==> config.mk <==
export PLATFORM = sky130hd
export DESIGN_NAME = page_bitmap_allocator
export DESIGN_NICKNAME = d
export VERILOG_FILES = /design/src/pba_pkg.sv /design/src/pba_ctrl.sv /design/src/page_bitmap_allocator.sv
export SDC_FILE = /design/constraint.sdc
export NUM_CORES = 1
export LEC_CHECK = 0
export ABC_AREA = 1
export ABC_CLOCK_PERIOD_IN_PS = 9500
export BUFFER_PORTS_ARGS = -buffer_cell sky130_fd_sc_hd__buf_2
export CELL_PAD_IN_SITES_DETAIL_PLACEMENT = 1
export CELL_PAD_IN_SITES_GLOBAL_PLACEMENT = 2
export CORE_MARGIN = 4
export CORE_UTILIZATION = 30
export DETAILED_ROUTE_END_ITERATION = 8
export GPL_TIMING_DRIVEN = 0
export PLACE_DENSITY_LB_ADDON = 0.1
export RECOVER_POWER = 50
export SLEW_MARGIN = 15
export SYNTH_ARGS = -nofsm -noshare
export SYNTH_HDL_FRONTEND = slang
export SYNTH_SLANG_ARGS = --single-unit
==> constraint.sdc <==
create_clock -name clock -period 9.5 [get_ports clock]
set_input_delay 1.9 -clock clock [delete_from_list [all_inputs] [get_ports clock]]
set_output_delay 1.9 -clock clock [all_outputs]
set_load 0.005 [all_outputs]
==> src/pba_pkg.sv <==
// Shared constants and types for the page bitmap allocator.
// No dependencies; imported by pba_ctrl and page_bitmap_allocator.
`default_nettype none

package pba_pkg;

   // Map geometry (power of two, up to 256 pages with IDX_W = 8)
   localparam int PAGES       = 256;
   localparam int PTR_W       = $clog2(PAGES);
   localparam int IDX_W       = 8;
   // Probe step is (STEP_MUL * p + STEP_ADD) mod PAGES
   localparam int STEP_MUL    = 13;
   localparam int STEP_ADD    = 5;
   localparam int STEP_W      = PTR_W + 4;
   localparam int PTR_RESET   = 32 % PAGES;

   // Request opcodes
   localparam logic OP_ALLOC  = 1'b0;
   localparam logic OP_FREE   = 1'b1;

   // Response status codes
   localparam logic STATUS_OK   = 1'b0;
   localparam logic STATUS_FULL = 1'b1;

   typedef enum logic [1:0] {
      ST_CLEAR,
      ST_IDLE,
      ST_PROBE,
      ST_RESPOND
   } state_type;

   // Usage map access from the controller
   typedef struct packed {
      logic             rd_en;
      logic [PTR_W-1:0] rd_addr;
      logic             wr_en;
      logic [PTR_W-1:0] wr_addr;
      logic             wr_data;
   } mem_req_type;

   // Finished response handed to the output register
   typedef struct packed {
      logic             valid;
      logic             status;
      logic [IDX_W-1:0] page;
   } result_type;

endpackage

`default_nettype wire

==> src/pba_ctrl.sv <==
// Sequencer of the page bitmap allocator: clearing pass, probe walk and pointer.
// Depends on pba_pkg; drives the usage map held in page_bitmap_allocator.
`default_nettype none

module pba_ctrl
   import pba_pkg::*;
(
   input  wire logic               clock,
   input  wire logic               reset,
   input  wire logic               req_valid,
   output      logic               req_ready,
   input  wire logic               req_opcode,
   input  wire logic [IDX_W-1:0]   req_page_index,
   input  wire logic               slot_free,
   input  wire logic               rd_data,
   output      mem_req_type        mem,
   output      result_type         res
);

   state_type         state_ff, state_in;
   logic [PTR_W-1:0]  ptr_ff, ptr_in;
   logic [PTR_W-1:0]  cnt_ff, cnt_in;
   logic              status_ff, status_in;
   logic [IDX_W-1:0]  page_ff, page_in;
   logic [STEP_W-1:0] step_sum;
   logic [PTR_W-1:0]  ptr_next;
   logic              req_fire;

   // Next probe position; modulo of a power of two is the low bits
   assign step_sum = STEP_W'(ptr_ff) * STEP_W'(STEP_MUL) + STEP_W'(STEP_ADD);
   assign ptr_next = step_sum[PTR_W-1:0];

   assign req_ready = (state_ff == ST_IDLE);
   assign req_fire  = req_valid && req_ready;

   // Next state, memory access and result
   always_comb begin
      state_in     = state_ff;
      ptr_in       = ptr_ff;
      cnt_in       = cnt_ff;
      status_in    = status_ff;
      page_in      = page_ff;
      mem.rd_en    = 1'b0;
      mem.rd_addr  = ptr_ff;
      mem.wr_en    = 1'b0;
      mem.wr_addr  = ptr_ff;
      mem.wr_data  = 1'b0;
      res.valid    = 1'b0;
      res.status   = status_ff;
      res.page     = page_ff;
      case (state_ff)
         ST_CLEAR: begin
            // one entry a cycle; page 0 starts out used
            mem.wr_en   = 1'b1;
            mem.wr_addr = cnt_ff;
            mem.wr_data = (cnt_ff == '0);
            cnt_in      = cnt_ff + 1'b1;
            if (cnt_ff == PTR_W'(PAGES - 1)) begin
               state_in = ST_IDLE;
            end
         end
         ST_IDLE: begin
            if (req_fire) begin
               if (req_opcode == OP_FREE) begin
                  // pages beyond the map leave it unchanged
                  mem.wr_en   = (int'(req_page_index) < PAGES);
                  mem.wr_addr = PTR_W'(req_page_index);
                  mem.wr_data = 1'b0;
                  status_in   = STATUS_OK;
                  page_in     = '0;
                  state_in    = ST_RESPOND;
               end else begin
                  mem.rd_en   = 1'b1;
                  mem.rd_addr = ptr_ff;
                  cnt_in      = '0;
                  state_in    = ST_PROBE;
               end
            end
         end
         ST_PROBE: begin
            // read data belongs to the page at ptr_ff
            if (!rd_data) begin
               mem.wr_en   = 1'b1;
               mem.wr_addr = ptr_ff;
               mem.wr_data = 1'b1;
               status_in   = STATUS_OK;
               page_in     = IDX_W'(ptr_ff);
               state_in    = ST_RESPOND;
            end else begin
               ptr_in = ptr_next;
               if (cnt_ff == PTR_W'(PAGES - 1)) begin
                  status_in = STATUS_FULL;
                  page_in   = '0;
                  state_in  = ST_RESPOND;
               end else begin
                  cnt_in      = cnt_ff + 1'b1;
                  mem.rd_en   = 1'b1;
                  mem.rd_addr = ptr_next;
               end
            end
         end
         ST_RESPOND: begin
            if (slot_free) begin
               res.valid = 1'b1;
               state_in  = ST_IDLE;
            end
         end
         default: begin
            state_in = ST_CLEAR;
            cnt_in   = '0;
         end
      endcase
   end

   // Control registers
   always_ff @(posedge clock) begin
      if (reset) begin
         state_ff <= ST_CLEAR;
         ptr_ff   <= PTR_W'(PTR_RESET);
         cnt_ff   <= '0;
      end else begin
         state_ff <= state_in;
         ptr_ff   <= ptr_in;
         cnt_ff   <= cnt_in;
      end
   end

   // Result payload
   always_ff @(posedge clock) begin
      status_ff <= status_in;
      page_ff   <= page_in;
   end

endmodule

`default_nettype wire

==> src/page_bitmap_allocator.sv <==
// Top level of the page bitmap allocator: usage map memory and response register.
// Depends on pba_pkg and pba_ctrl.
//
// Usage:
//   Request channel (req_valid/req_ready): req_opcode allocates a page or frees
//   req_page_index. Response channel (rsp_valid/rsp_ready): rsp_status and
//   rsp_page_granted, exactly one response per request, in order.
//   One request is worked on at a time. A free goes from acceptance through
//   ST_RESPOND to the response register. An allocate reads one usage bit per
//   cycle along the probe walk through the usage map, from 1 up to 256 probes.
//   After reset a clearing pass writes all 256 map entries, one per cycle;
//   req_ready stays low until the pass ends. Page 0 then reads as used and
//   the probe pointer is 32.
//   The response sits in an output register. A new request is accepted while
//   it waits; a finished request is held until the register frees, so a
//   stalled receiver holds off at most one further request.
`default_nettype none

module page_bitmap_allocator
   import pba_pkg::*;
(
   input  wire logic             clock,
   input  wire logic             reset,
   input  wire logic             req_valid,
   output      logic             req_ready,
   input  wire logic             req_opcode,
   input  wire logic [IDX_W-1:0] req_page_index,
   output      logic             rsp_valid,
   input  wire logic             rsp_ready,
   output      logic             rsp_status,
   output      logic [IDX_W-1:0] rsp_page_granted
);

   logic             usage_mem [PAGES];
   logic             rd_data_ff;
   mem_req_type      mem;
   result_type       res;
   logic             slot_free;
   logic             rsp_valid_ff, rsp_valid_in;
   logic             rsp_status_ff;
   logic [IDX_W-1:0] rsp_page_ff;

   assign slot_free = !rsp_valid_ff || rsp_ready;

   pba_ctrl u_ctrl (
      .clock          (clock),
      .reset          (reset),
      .req_valid      (req_valid),
      .req_ready      (req_ready),
      .req_opcode     (req_opcode),
      .req_page_index (req_page_index),
      .slot_free      (slot_free),
      .rd_data        (rd_data_ff),
      .mem            (mem),
      .res            (res)
   );

   // Usage map: one write and one registered read per cycle
   always_ff @(posedge clock) begin
      if (mem.wr_en) begin
         usage_mem[mem.wr_addr] <= mem.wr_data;
      end
      if (mem.rd_en) begin
         rd_data_ff <= usage_mem[mem.rd_addr];
      end
   end

   // Response register
   always_comb begin
      rsp_valid_in = rsp_valid_ff;
      if (res.valid) begin
         rsp_valid_in = 1'b1;
      end else if (rsp_ready) begin
         rsp_valid_in = 1'b0;
      end
   end

   always_ff @(posedge clock) begin
      if (reset) begin
         rsp_valid_ff <= 1'b0;
      end else begin
         rsp_valid_ff <= rsp_valid_in;
      end
   end

   always_ff @(posedge clock) begin
      if (res.valid) begin
         rsp_status_ff <= res.status;
         rsp_page_ff   <= res.page;
      end
   end

   assign rsp_valid        = rsp_valid_ff;
   assign rsp_status       = rsp_status_ff;
   assign rsp_page_granted = rsp_page_ff;

endmodule

`default_nettype wire

* After elaboration in Yosys (flattened, before gate mapping) *
Memory sizes are Yosys's and may differ from the RTL's. A register that Yosys moved wholly into a read port is not among the register bits.
Cells that the tools add are included.

word-level totals
  register bits after elaboration = 37
  latch bits = 0
  RAM bits = 256
  memory bits (read-only) = 0
  input bits = 13
  output and inout port bits = 11
  word-level logic and storage cells = 72
  memories = 1

cells by class
  $add $sub $neg = 2
  multipliers = 1
  divide/modulo/power cells = 0
  order comparisons = 0
  eq/ne operators = 12
  shifts and indexed selects = 0
  multiplexer cells = 36
  bitwise logic cells = 0
  reductions and logical operators = 12

memory list
  name       depth  width  rd ports  clocked after Yosys merged registers in  write ports  line                         source
  usage_mem  256    1      1         1                                        1            page_bitmap_allocator.sv:34  logic usage_mem [PAGES];

operator list
  cell                   count
  $mux W8                8
  $pmux W10 S3           1
  $mux W9                3
  $pmux W8 S3            1
  $mux W10               2
  $mux W19               1
  $pmux W9 S2            1
  $pmux W8 S2            1
  $ne A2 B2 Y1 const B   6
  $mux W1                11
  $mux W2                5
  $add A8 B1 Y8 const B  1
  $add A8 B3 Y8 const B  1
  $eq A8 B8 Y1 const B   1
  $logic_not A8 Y1       1
  $mul A8 B4 Y8 const B  1
  $pmux W2 S4            1
  $reduce_and A4 Y1      2
  $reduce_and A5 Y1      1
  $eq A2 B2 Y1 const B   2
  $reduce_bool A2 Y1     2
  $ne A3 B2 Y1 const B   1
  $reduce_bool A3 Y1     1
  $eq A2 B1 Y1 const B   1
  7 further kinds        7

* Logic depth before layout (Yosys ltp) *
Gate-level depths: netlist (run 1).

  depth in word-level cells = 6
  mapped depth = 20
  gate-level depth less buffers = 18

* By module *
From an unflattened synthesis (run 1), not the netlist that was laid out.

second synthesis, totals
  cells, all modules = 1,513
  area, all modules = 14,226.1 sq um

modules (own cells, without submodules)
  module                 instances  cells each  area an instance (sq um)  seq. area each (sq um)
  page_bitmap_allocator  1          1,198       12,034.0                  8,007.7
  pba_ctrl               1          315         2,192.1                   630.6

* Worst setup path before layout (run 1) *
Ideal clock, no wire load.

  kind = flip-flop to flip-flop
  from = reg u_ctrl.state_ff[0]
  to = mem usage_mem[0] (data pin)
  library setup time = 1.575 ns
  data arrival time = 7.957 ns
  required time = 7.925 ns
  slack = -0.032 ns
  cell stages (with the launch flop) = 7
  path buffers = 0
  period minus slack after synthesis = 9.532 ns
  path through = dfxtp_1 > inv_1 > ha_1 > inv_1 > nor2_1 > clkinv_1 > a21oi_1

RTL lines
  item                    line                         source
  from (decl)             pba_ctrl.sv:20               state_type state_ff, state_in;
  from (signal assigned)  pba_ctrl.sv:122              state_ff <= state_in;
  to (decl)               page_bitmap_allocator.sv:34

==> results of run 1 <==
==> critical path, cell delays in order, from the launching register on <==
cell	delay, ns
dfxtp_1	0.35
inv_1	0.09
ha_1	0.27
inv_1	0.14
nor2_1	0.16
clkinv_1	0.27
a21oi_1	0.36
clkbuf_1	0.88
clkbuf_1	0.90
clkbuf_1	0.93
clkbuf_1	1.00
==> where the power goes <==
part           internal (mW)  switching [mW]
clock network          0.773           0.570
logic                  0.150           0.824
registers               1.77          0.0163
==> Yosys cell counts, types with 2 or more instances <==
cell and count:
nand2_1 419, nor2_1 309, edfxtp_1 275, nand3_1 260, inv_1 109, buf_2 46, clkbuf_1 39, dfxtp_1 19
ha_1 19, o21ai_0 19, o211ai_1 17, a21oi_1 16, o21ai_1 9, xor2_1 7, inv_2 6, nand3b_1 6
buf_1 5, nand2_2 5, nor3_1 4, buf_4 3, clkinv_1 3, fa_1 3, or2_2 3, xnor2_1 3
a211oi_1 2, nand3_2 2, nand4_1 2, nor4_1 2
==> kinds of logic (layout without fill, tap and decap cells) <==
logic type	after synthesis	after routing
and+or+nand+nor	1015	1015
AOI/OAI and AO/OA	73	73
xor gates and xnor gates	10	10
DFF	294	294
buffers and inverters	212	311
adders and majority gates	22	22
==> metrics by stage <==
step | util | instances | power, mW
6_report | 0.348 | 2340 | 4.11
5_1_grt | 0.348 | 2340 | 4.28
4_1_cts | 0.352 | 2340 | 4.32
3_5_place_dp | 0.329 | 2275 | 2.97
3_3_place_gp | 0.323 | 2264 | 2.85
2_1_floorplan | - | 1626 | 2.38
==> layer usage <==
layer  GRT usage  routed length (um)
met1       0.344               29600
met2       0.366               27500
met3      0.0292                2900
met4      0.0419                 995
met5           0                   0
==> cell type report <==
| type | instances | area (sq um) | share of cell area |
|---|---|---|---|
| inverters | 118 | 443 | 0.0266 |
| clock inverters | 12 | 55.1 | 0.00331 |
| plain buffers | 94 | 432 | 0.0260 |
| multi-input cells | 1120 | 5070 | 0.305 |
| repair buffers | 34 | 161 | 0.00971 |
| flip-flops and latches | 294 | 8640 | 0.519 |
| clock buffers | 53 | 1060 | 0.0637 |
| well taps | 615 | 769 | 0.0463 |
==> how the worst max path moves through the flow <==
stage | to | slack, ns | cells past startpoint
2_1_floorplan | usage_mem[0]$_DFFE_PP_ | 3.60 | 6
3_3_place_gp | usage_mem[208]$_DFFE_PP_ | -0.73 | 3
3_5_place_dp | usage_mem[73]$_DFFE_PP_ | 4.54 | 13
4_1_cts | usage_mem[73]$_DFFE_PP_ | 5.14 | 13
5_1_grt | usage_mem[38]$_DFFE_PP_ | 3.14 | 10
6_report | usage_mem[180]$_DFFE_PP_ | 3.72 | 10
==> sequential cells by signal (all words and copies together), names as in the netlist, 2 cells and up <==
signal,count
usage_mem,256
u_ctrl.state_ff,2
rsp_page_granted,8
u_ctrl.page_ff,8
u_ctrl.cnt_ff,8
u_ctrl.ptr_ff,8
==> impl_results.md, run 1 <==
- Setup TNS Final: 0 ns
- Crit path arrival time: 5.95 ns
- Worst Hold Launch: u_ctrl.page_ff[4]$_SDFFCE_PN0P_
- Min-delay worst type: flop to flop
- Drt total wl: 61.0 mm
- EDFF count, synth: 275
- Main combinational cell family by area after synthesis: simple AND/OR/NAND/NOR gates
- RSZ-0062 raised after global routing: no
- Synth Warn #: 0
- Total GRT Usage: 0.231
- Iter 0 DRT Violations: 1182
- Max clock buf depth: 3
- # Post-CTS Setup Buffers: 0
- Placed Area: 0.0157 sq mm
- R2R Setup Slk: 3.72 ns
- Post-synthesis sequential area ratio: 0.593
- # Max-Cap Violations: 0
- Input/output buffers: 23
- Final Hold Viols: 0
- Pin count of the biggest net entering global routing: 36
- Most used DFF post-synth: edfxtp_1
- CTS tree: yes
- Routability Congestion: 0.826
- CP max FO: 30
- Slack of the critical path: 3.72 ns
- Root buffer cell: clkbuf_16
- Min Hold Slack: 0.415 ns
- Core box area: 0.0478 sq mm
- Actual slew at the worst max-slew pin: 1.44 ns
- Rel. slew slack: 0.0376
- Synth Instances: 1626
- Die Wd: 228 um
- Antenna-violating nets left: 0
- Setup violators final: 0
- Fraction of layout cells with a size suffix above 1: 0.0817
- Post-synthesis mux area share: 0
- Htree depth: 2
- CTS buffer count: 37
- Post-synthesis adder-cell area fraction: 0.0204
- Area contributors post-synth: edfxtp_1 57%, nand2_1 11%, nand3_1 8.9%
- Yosys top cell area share: 0.567
- Dpl hpwl: 41.2 mm
- Num Clock Sinks: 294
- Area growth, synth to finish: 14.1%
- Max Clock Freq: 0.173 GHz
- Async SR Flop Fraction: 0
- Post-route cell area: 0.0166 sq mm
- DP Worst Slack: 4.54 ns
- Vias in the first global route: 12000
- Post-route clock skew: 0.0176 ns
- Final min period: 5.78 ns
- Reg-to-reg endpoint: usage_mem[180]$_DFFE_PP_
- #FFs+latches synth: 294
- Post-synth top area cell: edfxtp_1
- Diode count: 0
- Mapped Area: 0.0146 sq mm
- Top Ports: 24
- CP endpoint kind: flop
- Most frequent cells in the layout: 419 x nand2_1, 309 x nor2_1, 275 x edfxtp_1
- Routed vias: 12000
- Final Max Slew Viols: 0
- GR Overflow Total: 0
- Post_cts resized: 0
- Commonest non-fill, non-tap cell in the layout: nand2_1
- Synth Area in Compound Gates: 0.0308
- # rows: 80
- Die area: 0.0522 sq mm
- Filler cell count: 5634
- Post-DR vias/cell: 5.12
- Fin nets: 1734
- Post-Synth XOR/XNOR Area: 0.00601
- Leakage: 6.26 nW
- Synth unique cells: 42
- Reg2Reg Depth: 10
- Critical path class: flop to flop
- Clock transition at path regs: 0.06 ns
- Worst EP required: 9.68 ns
- Initial core utilization: 0.305
- First-pass GRT wire length: 87.5 mm
- Mapped Avg Cell Area: 8.96 sq um
- Drt drc: 0
- Period Utilization, post-route: 0.608
- Clk_lat worst skew: 0.56 ns
- Die Y: 228 um
- Critical path launch point: u_ctrl.state_ff[0]$_SDFFE_PP0P_
- Hold Path End: rsp_page_granted[4]$_DFFE_PP_
- Initial antenna violation count: 2
- Post-CTS Hold Fix Bufs: 0
- R2R Path Start: u_ctrl.state_ff[0]$_SDFFE_PP0P_
- Syn Nets: 1661
- Wire length per cell: 26.1 um
- Post-Synth Simple-Gate Area: 0.290
- Hold path depth: 0
- Outcome: finished, final reports clean
- Drt pass-1 iters: 5
- PD cells: 247 mW/mm^2
- Max IR drop VDD: 0.103 mV
- CP startpoint kind: flop
No activity file was read; power rests on OpenSTA's default activity.
==> run 2: changes to the inputs <==
ABC_AREA = 0   (was 1)
ABC_CLOCK_PERIOD_IN_PS = 6000   (was 9500)
clock period = 6 ns   (was 9.5 ns; I/O delays follow)
==> run 2 against run 1 <==
Against the previous run:
- the flow now finishes with violations (max-capacitance violations, max-slew violations)
- critical path depth increased by 3
- design area decreased by 3.4%
- total power increased by 56%
- combinational power increased by 38%
- register-to-register slack got worse by 3.3 ns
- cell count decreased by 14%
- clock power increased by 65%
- clock skew decreased by 0.0036 ns
- wire length decreased by 14%
- first-iteration DRC count decreased by 40%
- critical path type unchanged
- largest power group unchanged
==> impl_results.md, run 2 <==
- Psw: 2.02 mW
- Initial core utilization: 0.306
- Drt drc: 0
- EDFF count, synth: 275
- Synth Instances: 1320
- Hold path depth: 0
- CTS buffer count: 37
- Synth Warn #: 0
- Min-delay worst type: flop to flop
- Filler cell count: 5177
- Routability Congestion: 0.840
- GR Overflow Total: 0
- Metal3 WL: 3.05 mm
- R2R Path Start: u_ctrl.ptr_ff[3]$_SDFFE_PP0P_
- CTS tree: yes
- Final Hold Viols: 0
- Diode count: 0
- Setup violators final: 0
- Min Hold Slack: 0.419 ns
- Hold Path End: rsp_page_granted[5]$_DFFE_PP_
- Root buffer cell: clkbuf_16
- Post-route cell area: 0.0161 sq mm
- Dpl hpwl: 36.8 mm
- Area contributors post-synth: edfxtp_1 59%, nor2_1 8.4%, nand2_1 5.9%
- Async SR Flop Fraction: 0
- Reg area: 0.00864 sq mm
- # rows: 78
- Rel. slew slack: -0.251
- Leakage: 5.51 nW
- Max reg flops: 256
- Net Sw Frac: 0.315
- Post-route clock skew: 0.0140 ns
- Syn Nets: 1355
- Max Clock Freq: 0.180 GHz
- CP startpoint kind: flop
- Antenna-violating nets left: 0
- Post-DR vias/cell: 5.23
- Total GRT Usage: 0.208
- Wire length per cell: 25.9 um
- Core Util, Final: 0.352
- Post_cts resized: 0
- First-pass GRT wire length: 75.6 mm
- Largest register by flop count: usage_mem
- Iter 0 DRT Violations: 712
- Commonest non-fill, non-tap cell in the layout: nor2_1
- Placed Area: 0.0151 sq mm
- CP endpoint kind: flop
- Clock power frac: 0.344
- Combinational share of power: 0.209
- Die Y: 224 um
- Worst Hold Launch: u_ctrl.page_ff[5]$_SDFFCE_PN0P_
- # Post-CTS Setup Buffers: 0
- Clock transition at path regs: 0.06 ns
- Mapped Avg Cell Area: 10.6 sq um
- Fin nets: 1425
- #FFs+latches synth: 294
- Drt pass-1 iters: 5
- Post-synth top area cell: edfxtp_1
- Period Utilization, post-route: 0.924
- Post-synth top cells: 312 x nor2_1, 275 x edfxtp_1, 219 x nand2_1
- Most frequent cells in the layout: 312 x nor2_1, 275 x edfxtp_1, 219 x nand2_1
- Reg2Reg Depth: 13
- RSZ-0062 raised after global routing: no
- Input/output buffers: 23
- Internal cell power: 4.39 mW
- Most frequent cell after synthesis: nor2_1
- # Max-Cap Violations: 1
- Actual slew at the worst max-slew pin: 1.88 ns
- Fraction of layout cells with a size suffix above 1: 0.0783
- Failing checks: max-capacitance violations, max-slew violations
- Final min period: 5.55 ns
- Yosys top cell area share: 0.591
- Routed vias: 10600
- Top Ports: 24
- Critical path class: flop to flop
- Post-synthesis sequential area ratio: 0.618
- Outcome: finished with violations
- Post-CTS Hold Fix Bufs: 0
- Clk_lat worst skew: 0.55 ns
- PD cells: 398 mW/mm^2
- Synth unique cells: 60
- Metal1 wirelength: 23.5 mm
- Vias in the first global route: 10800
- Mapped Area: 0.0140 sq mm
- Worst EP required: 6.22 ns
- Max IR drop VDD: 0.202 mV
- Num Clock Sinks: 294
- Drt total wl: 52.3 mm
- Max Used Layer: met5
- Most used DFF post-synth: edfxtp_1
- Htree depth: 2
- Initial antenna violation count: 1
- Reg-to-reg endpoint: rd_data_ff$_DFFE_PP_
- Final Max Slew Viols: 25
- CP max FO: 9
- Max clock buf depth: 3
- Area growth, synth to finish: 15.0%
- R2R Setup Slk: 0.45 ns
- Crit path arrival time: 5.76 ns
- Area of the multi-input gates: 0.00493 sq mm
- Pin count of the biggest net entering global routing: 38
- Die Wd: 224 um
- Flop pwr share: 0.447
- Core box area: 0.0457 sq mm
- Die area: 0.0501 sq mm
- DR WL met2: 24.2 mm
-- run 2: cell count changes after synthesis, moves of 11 or more --
cell / before / now
a21oi_1: 16 / 40
a22oi_1: 0 / 12
and2_1: 0 / 13
buf_2: 46 / 24
clkbuf_1: 39 / 58
inv_1: 109 / 7
mux2i_1: 0 / 64
nand2_1: 419 / 219
nand3_1: 260 / 96
nand4_1: 2 / 13
nor2b_1: 0 / 13
o211ai_1: 17 / 2
-- run 2: kinds of logic after synthesis --
| kind of cell | synth area share |
|---|---|
| buffers and inverters | 0.0290 |
| adders and majority gates | 0.0213 |
| and+or+nand+nor | 0.210 |
| DFF | 0.618 |
| xor gates and xnor gates | 0.0100 |
| AOI/OAI and AO/OA | 0.0657 |
| muxes | 0.0458 |
-- run 2: power by group through the flow --
| stage | clock network (mW) | registers (mW) | logic [mW] |
|---|---|---|---|
| after floorplan | 0 | 2.93 | 0.716 |
| after global placement | 0 | 3.00 | 1.26 |
| after detailed placement | 0 | 2.88 | 1.57 |
| after CTS | 2.26 | 2.83 | 1.58 |
| after global routing | 2.35 | 2.87 | 1.46 |
| final | 2.21 | 2.86 | 1.34 |
-- run 2: final cells by class --
type	instances	share of cell area
Sequential cell	294	0.537
Multi-Input combinational cell	931	0.307
Clock buffer	48	0.0628
Tap cell	600	0.0467
Buffer	86	0.0231
Clock inverter	18	0.0107
Timing Repair Buffer	31	0.0104
Inverter	9	0.00210
-- run 2: through the flow --
stage	instances	TNS [ns]	power, mW	setup WS [ns]
2_1_floorplan	1320	0	3.65	1.95
3_3_place_gp	1943	-183.54	4.26	-0.727
3_5_place_dp	1951	0	4.45	0.399
4_1_cts	2017	0	6.67	0.395
5_1_grt	2017	0	6.67	0.214
6_report	2017	0	6.40	0.454
-- run 2: critical path: stages (launching register included) --
cell      delay, ns
dfxtp_1        0.63
ha_1           0.34
fa_1           0.45
ha_1           0.29
ha_1           0.31
a21bo_2        0.23
o22ai_1        0.31
a21oi_1        0.12
o211a_1        0.34
nor2_1         0.64
a311oi_1       0.43
nand4_1        0.24
nor4_1         0.13
nor4_1         0.75
-- run 2: how the worst max path moves through the flow --
stage	slack (ns)	cells after the start	from	to
2_1_floorplan	1.95	5	u_ctrl.state_ff[0]$_SDFFE_PP0P_	usage_mem[0]$_DFFE_PP_
3_3_place_gp	-0.73	5	u_ctrl.state_ff[0]$_SDFFE_PP0P_	usage_mem[76]$_DFFE_PP_
3_5_place_dp	0.40	13	u_ctrl.ptr_ff[3]$_SDFFE_PP0P_	rd_data_ff$_DFFE_PP_
4_1_cts	0.39	13	u_ctrl.ptr_ff[3]$_SDFFE_PP0P_	rd_data_ff$_DFFE_PP_
5_1_grt	0.21	13	u_ctrl.ptr_ff[3]$_SDFFE_PP0P_	rd_data_ff$_DFFE_PP_
6_report	0.45	13	u_ctrl.ptr_ff[3]$_SDFFE_PP0P_	rd_data_ff$_DFFE_PP_
-- run 2: routing by layer --
layer / vias to the layer above / global-route usage
met1: 5385 / 0.281
met5: - / 0
met3: 91 / 0.0472
met4: 2 / 0.0603
li1: 4821 / -
met2: 253 / 0.338
==> run 3: changes to the inputs <==
ABC_AREA = 1   (was 0)
CTS_BUF_LIST = sky130_fd_sc_hd__clkbuf_8 sky130_fd_sc_hd__clkbuf_16   (was not set)
==> run 3 against run 2 <==
Against the previous run:
- worst hold slack got worse by 0.0040 ns
- utilization fell by 0.21 points
- count of clock-buffer cells in the layout fell by 7
- clock skew rose by 0.0013 ns
- wire length rose by 17%
- sequential share of layout area fell by 2.1 points
- cell count rose by 16%
- largest power group unchanged
- critical path type unchanged
- non-clock buffer count rose by 11
- the run still ends with max-capacitance violations, max-slew violations left
==> impl_results.md, run 3 (synthesized netlist as in run 1, its figures left out) <==
- PD cells: 397 mW/mm^2
- Failing checks: max-capacitance violations, max-slew violations
- Slack of the critical path: 1.54 ns
- Post_cts resized: 0
- CP endpoint kind: flop
- Routability Congestion: 0.826
- CP max FO: 30
- Post-CTS Hold Fix Bufs: 0
- Die area: 0.0522 sq mm
- Fin nets: 1734
- Max Clock Freq: 0.224 GHz
- Max IR drop VDD: 0.178 mV
- Initial antenna violation count: 2
- Setup TNS Final: 0 ns
- Worst EP required: 6.22 ns
- Final Hold Viols: 0
- Top Ports: 24
- Die Y: 228 um
- Diode count: 0
- Wire length per cell: 26.0 um
- Most frequent cells in the layout: 421 x nand2_1, 310 x nor2_1, 275 x edfxtp_1
- Total GRT Usage: 0.231
- CP top delay family: buffers and inverters
- Antenna-violating nets left: 0
- Critical path class: flop to flop
- Commonest non-fill, non-tap cell in the layout: nand2_1
- Drt total wl: 60.9 mm
- Max clock buf depth: 3
- DP Worst Slack: 1.74 ns
- # Post-CTS Setup Buffers: 0
- Crit path arrival time: 4.68 ns
- Htree depth: 2
- Outcome: finished with violations
- Fraction of layout cells with a size suffix above 1: 0.0806
- Vias in the first global route: 12000
- CP bufs+invs: 6
- Input/output buffers: 23
- Routed vias: 12000
- Final min period: 4.46 ns
- Die Wd: 228 um
- Drt drc: 0
- Core box area: 0.0478 sq mm
- Area growth, synth to finish: 14.8%
- Most used cell, CP: clkbuf_1
- Drt pass-1 iters: 6
- CTS buffer count: 37
- Min Hold Slack: 0.415 ns
- Metal3 WL: 2.97 mm
- Post-route clock skew: 0.0153 ns
- Max Used Layer: met4
- CP startpoint kind: flop
- Min-delay worst type: flop to flop
- Critical-path cell list: inv_1 -> ha_1 -> inv_1 -> nor2_1 -> clkinv_1 -> a21oi_1 -> clkbuf_1 -> clkbuf_1 -> clkbuf_1
- Reg area: 0.00864 sq mm
- CP max stage cell: clkbuf_1
- Leakage: 6.36 nW
- Metal1 wirelength: 29.5 mm
- Actual slew at the worst max-slew pin: 1.53 ns
- RSZ-0062 raised after global routing: no
- Dpl hpwl: 41.2 mm
- Max incr delay on CP: 0.90 ns
- # rows: 80
- Root buffer cell: clkbuf_16
- Num Clock Sinks: 294
- Largest register by flop count: usage_mem
- Filler cell count: 5625
- Initial core utilization: 0.305
- Pin count of the biggest net entering global routing: 36
- Area of the multi-input gates: 0.00505 sq mm
- Max reg flops: 256
- Post-DR vias/cell: 5.13
- # Max-Cap Violations: 1
- Period Utilization, post-route: 0.743
- DR WL met2: 27.4 mm
- Core Util, Final: 0.350
- Rel. slew slack: -0.0219
- Setup violators final: 0
- CTS tree: yes
- Final Power: 6.64 mW
- Clk_lat worst skew: 0.56 ns
- GR Overflow Total: 0
- Clock transition at path regs: 0.06 ns
- Iter 0 DRT Violations: 1209
- Final Max Slew Viols: 22
- First-pass GRT wire length: 87.5 mm
==> run 3: cell types whose count changed in the layout (fill, tap and decap cells not counted), moves of 12 or more <==
cell | previous run | this run
nand2_1 | 219 | 421
nand3_1 | 96 | 261
inv_1 | 8 | 122
mux2i_1 | 64 | 0
clkbuf_1 | 76 | 47
a21oi_1 | 40 | 16
buf_2 | 44 | 64
o211ai_1 | 2 | 17
nor2b_1 | 13 | 0
a22oi_1 | 12 | 0
==> run 3: power breakdown <==
part           leakage [nW]  internal, mW  switching, mW  total (mW)
logic                  3.14         0.399           1.32        1.72
clock network         0.595          1.20          0.901        2.10
registers              2.63          2.79         0.0257        2.82
total                  6.36          4.39           2.25        6.64
==> run 3: routing by layer <==
metal / GRT usage / up-vias
met4: 0.0419 / 0
met2: 0.366 / 301
li1: - / 5553
met3: 0.0292 / 70
met1: 0.344 / 6076
met5: 0 / -
==> run 3: area by class of cell <==
| cell class | instances | share of cell area |
|---|---|---|
| repair buffers | 34 | 0.0172 |
| multi-input cells | 1120 | 0.302 |
| plain buffers | 94 | 0.0258 |
| flip-flops and latches | 294 | 0.516 |
| well taps | 615 | 0.0460 |
| clock buffers | 41 | 0.0606 |
| clock inverters | 24 | 0.00598 |
| inverters | 118 | 0.0265 |
==> run 3: worst paths after layout <==
kind	startpoint	slack, ns	to	depth (start not counted)
min reg2reg	u_ctrl.page_ff[4]$_SDFFCE_PN0P_	0.41	rsp_page_granted[4]$_DFFE_PP_	0
min	u_ctrl.page_ff[4]$_SDFFCE_PN0P_	0.41	rsp_page_granted[4]$_DFFE_PP_	0
max	u_ctrl.state_ff[0]$_SDFFE_PP0P_	1.54	usage_mem[74]$_DFFE_PP_	9
max reg2reg	u_ctrl.state_ff[0]$_SDFFE_PP0P_	1.54	usage_mem[74]$_DFFE_PP_	9
==> run 3: through the flow <==
| stage | area, sq um | std cells |
|---|---|---|
| floorplan | 14600 | 1626 |
| global placement | 15500 | 2264 |
| detailed placement | 15700 | 2275 |
| CTS | 16900 | 2340 |
| global route | 16700 | 2340 |
| finish | 16700 | 2340 |
==> run 3: worst register-to-register path, cell delays in order (launching register included) <==
cell and delay, ns:
dfxtp_1 0.35, inv_1 0.09, ha_1 0.27, inv_1 0.13
nor2_1 0.16, clkinv_1 0.27, a21oi_1 0.36, clkbuf_1 0.90
clkbuf_1 0.79, clkbuf_1 0.81
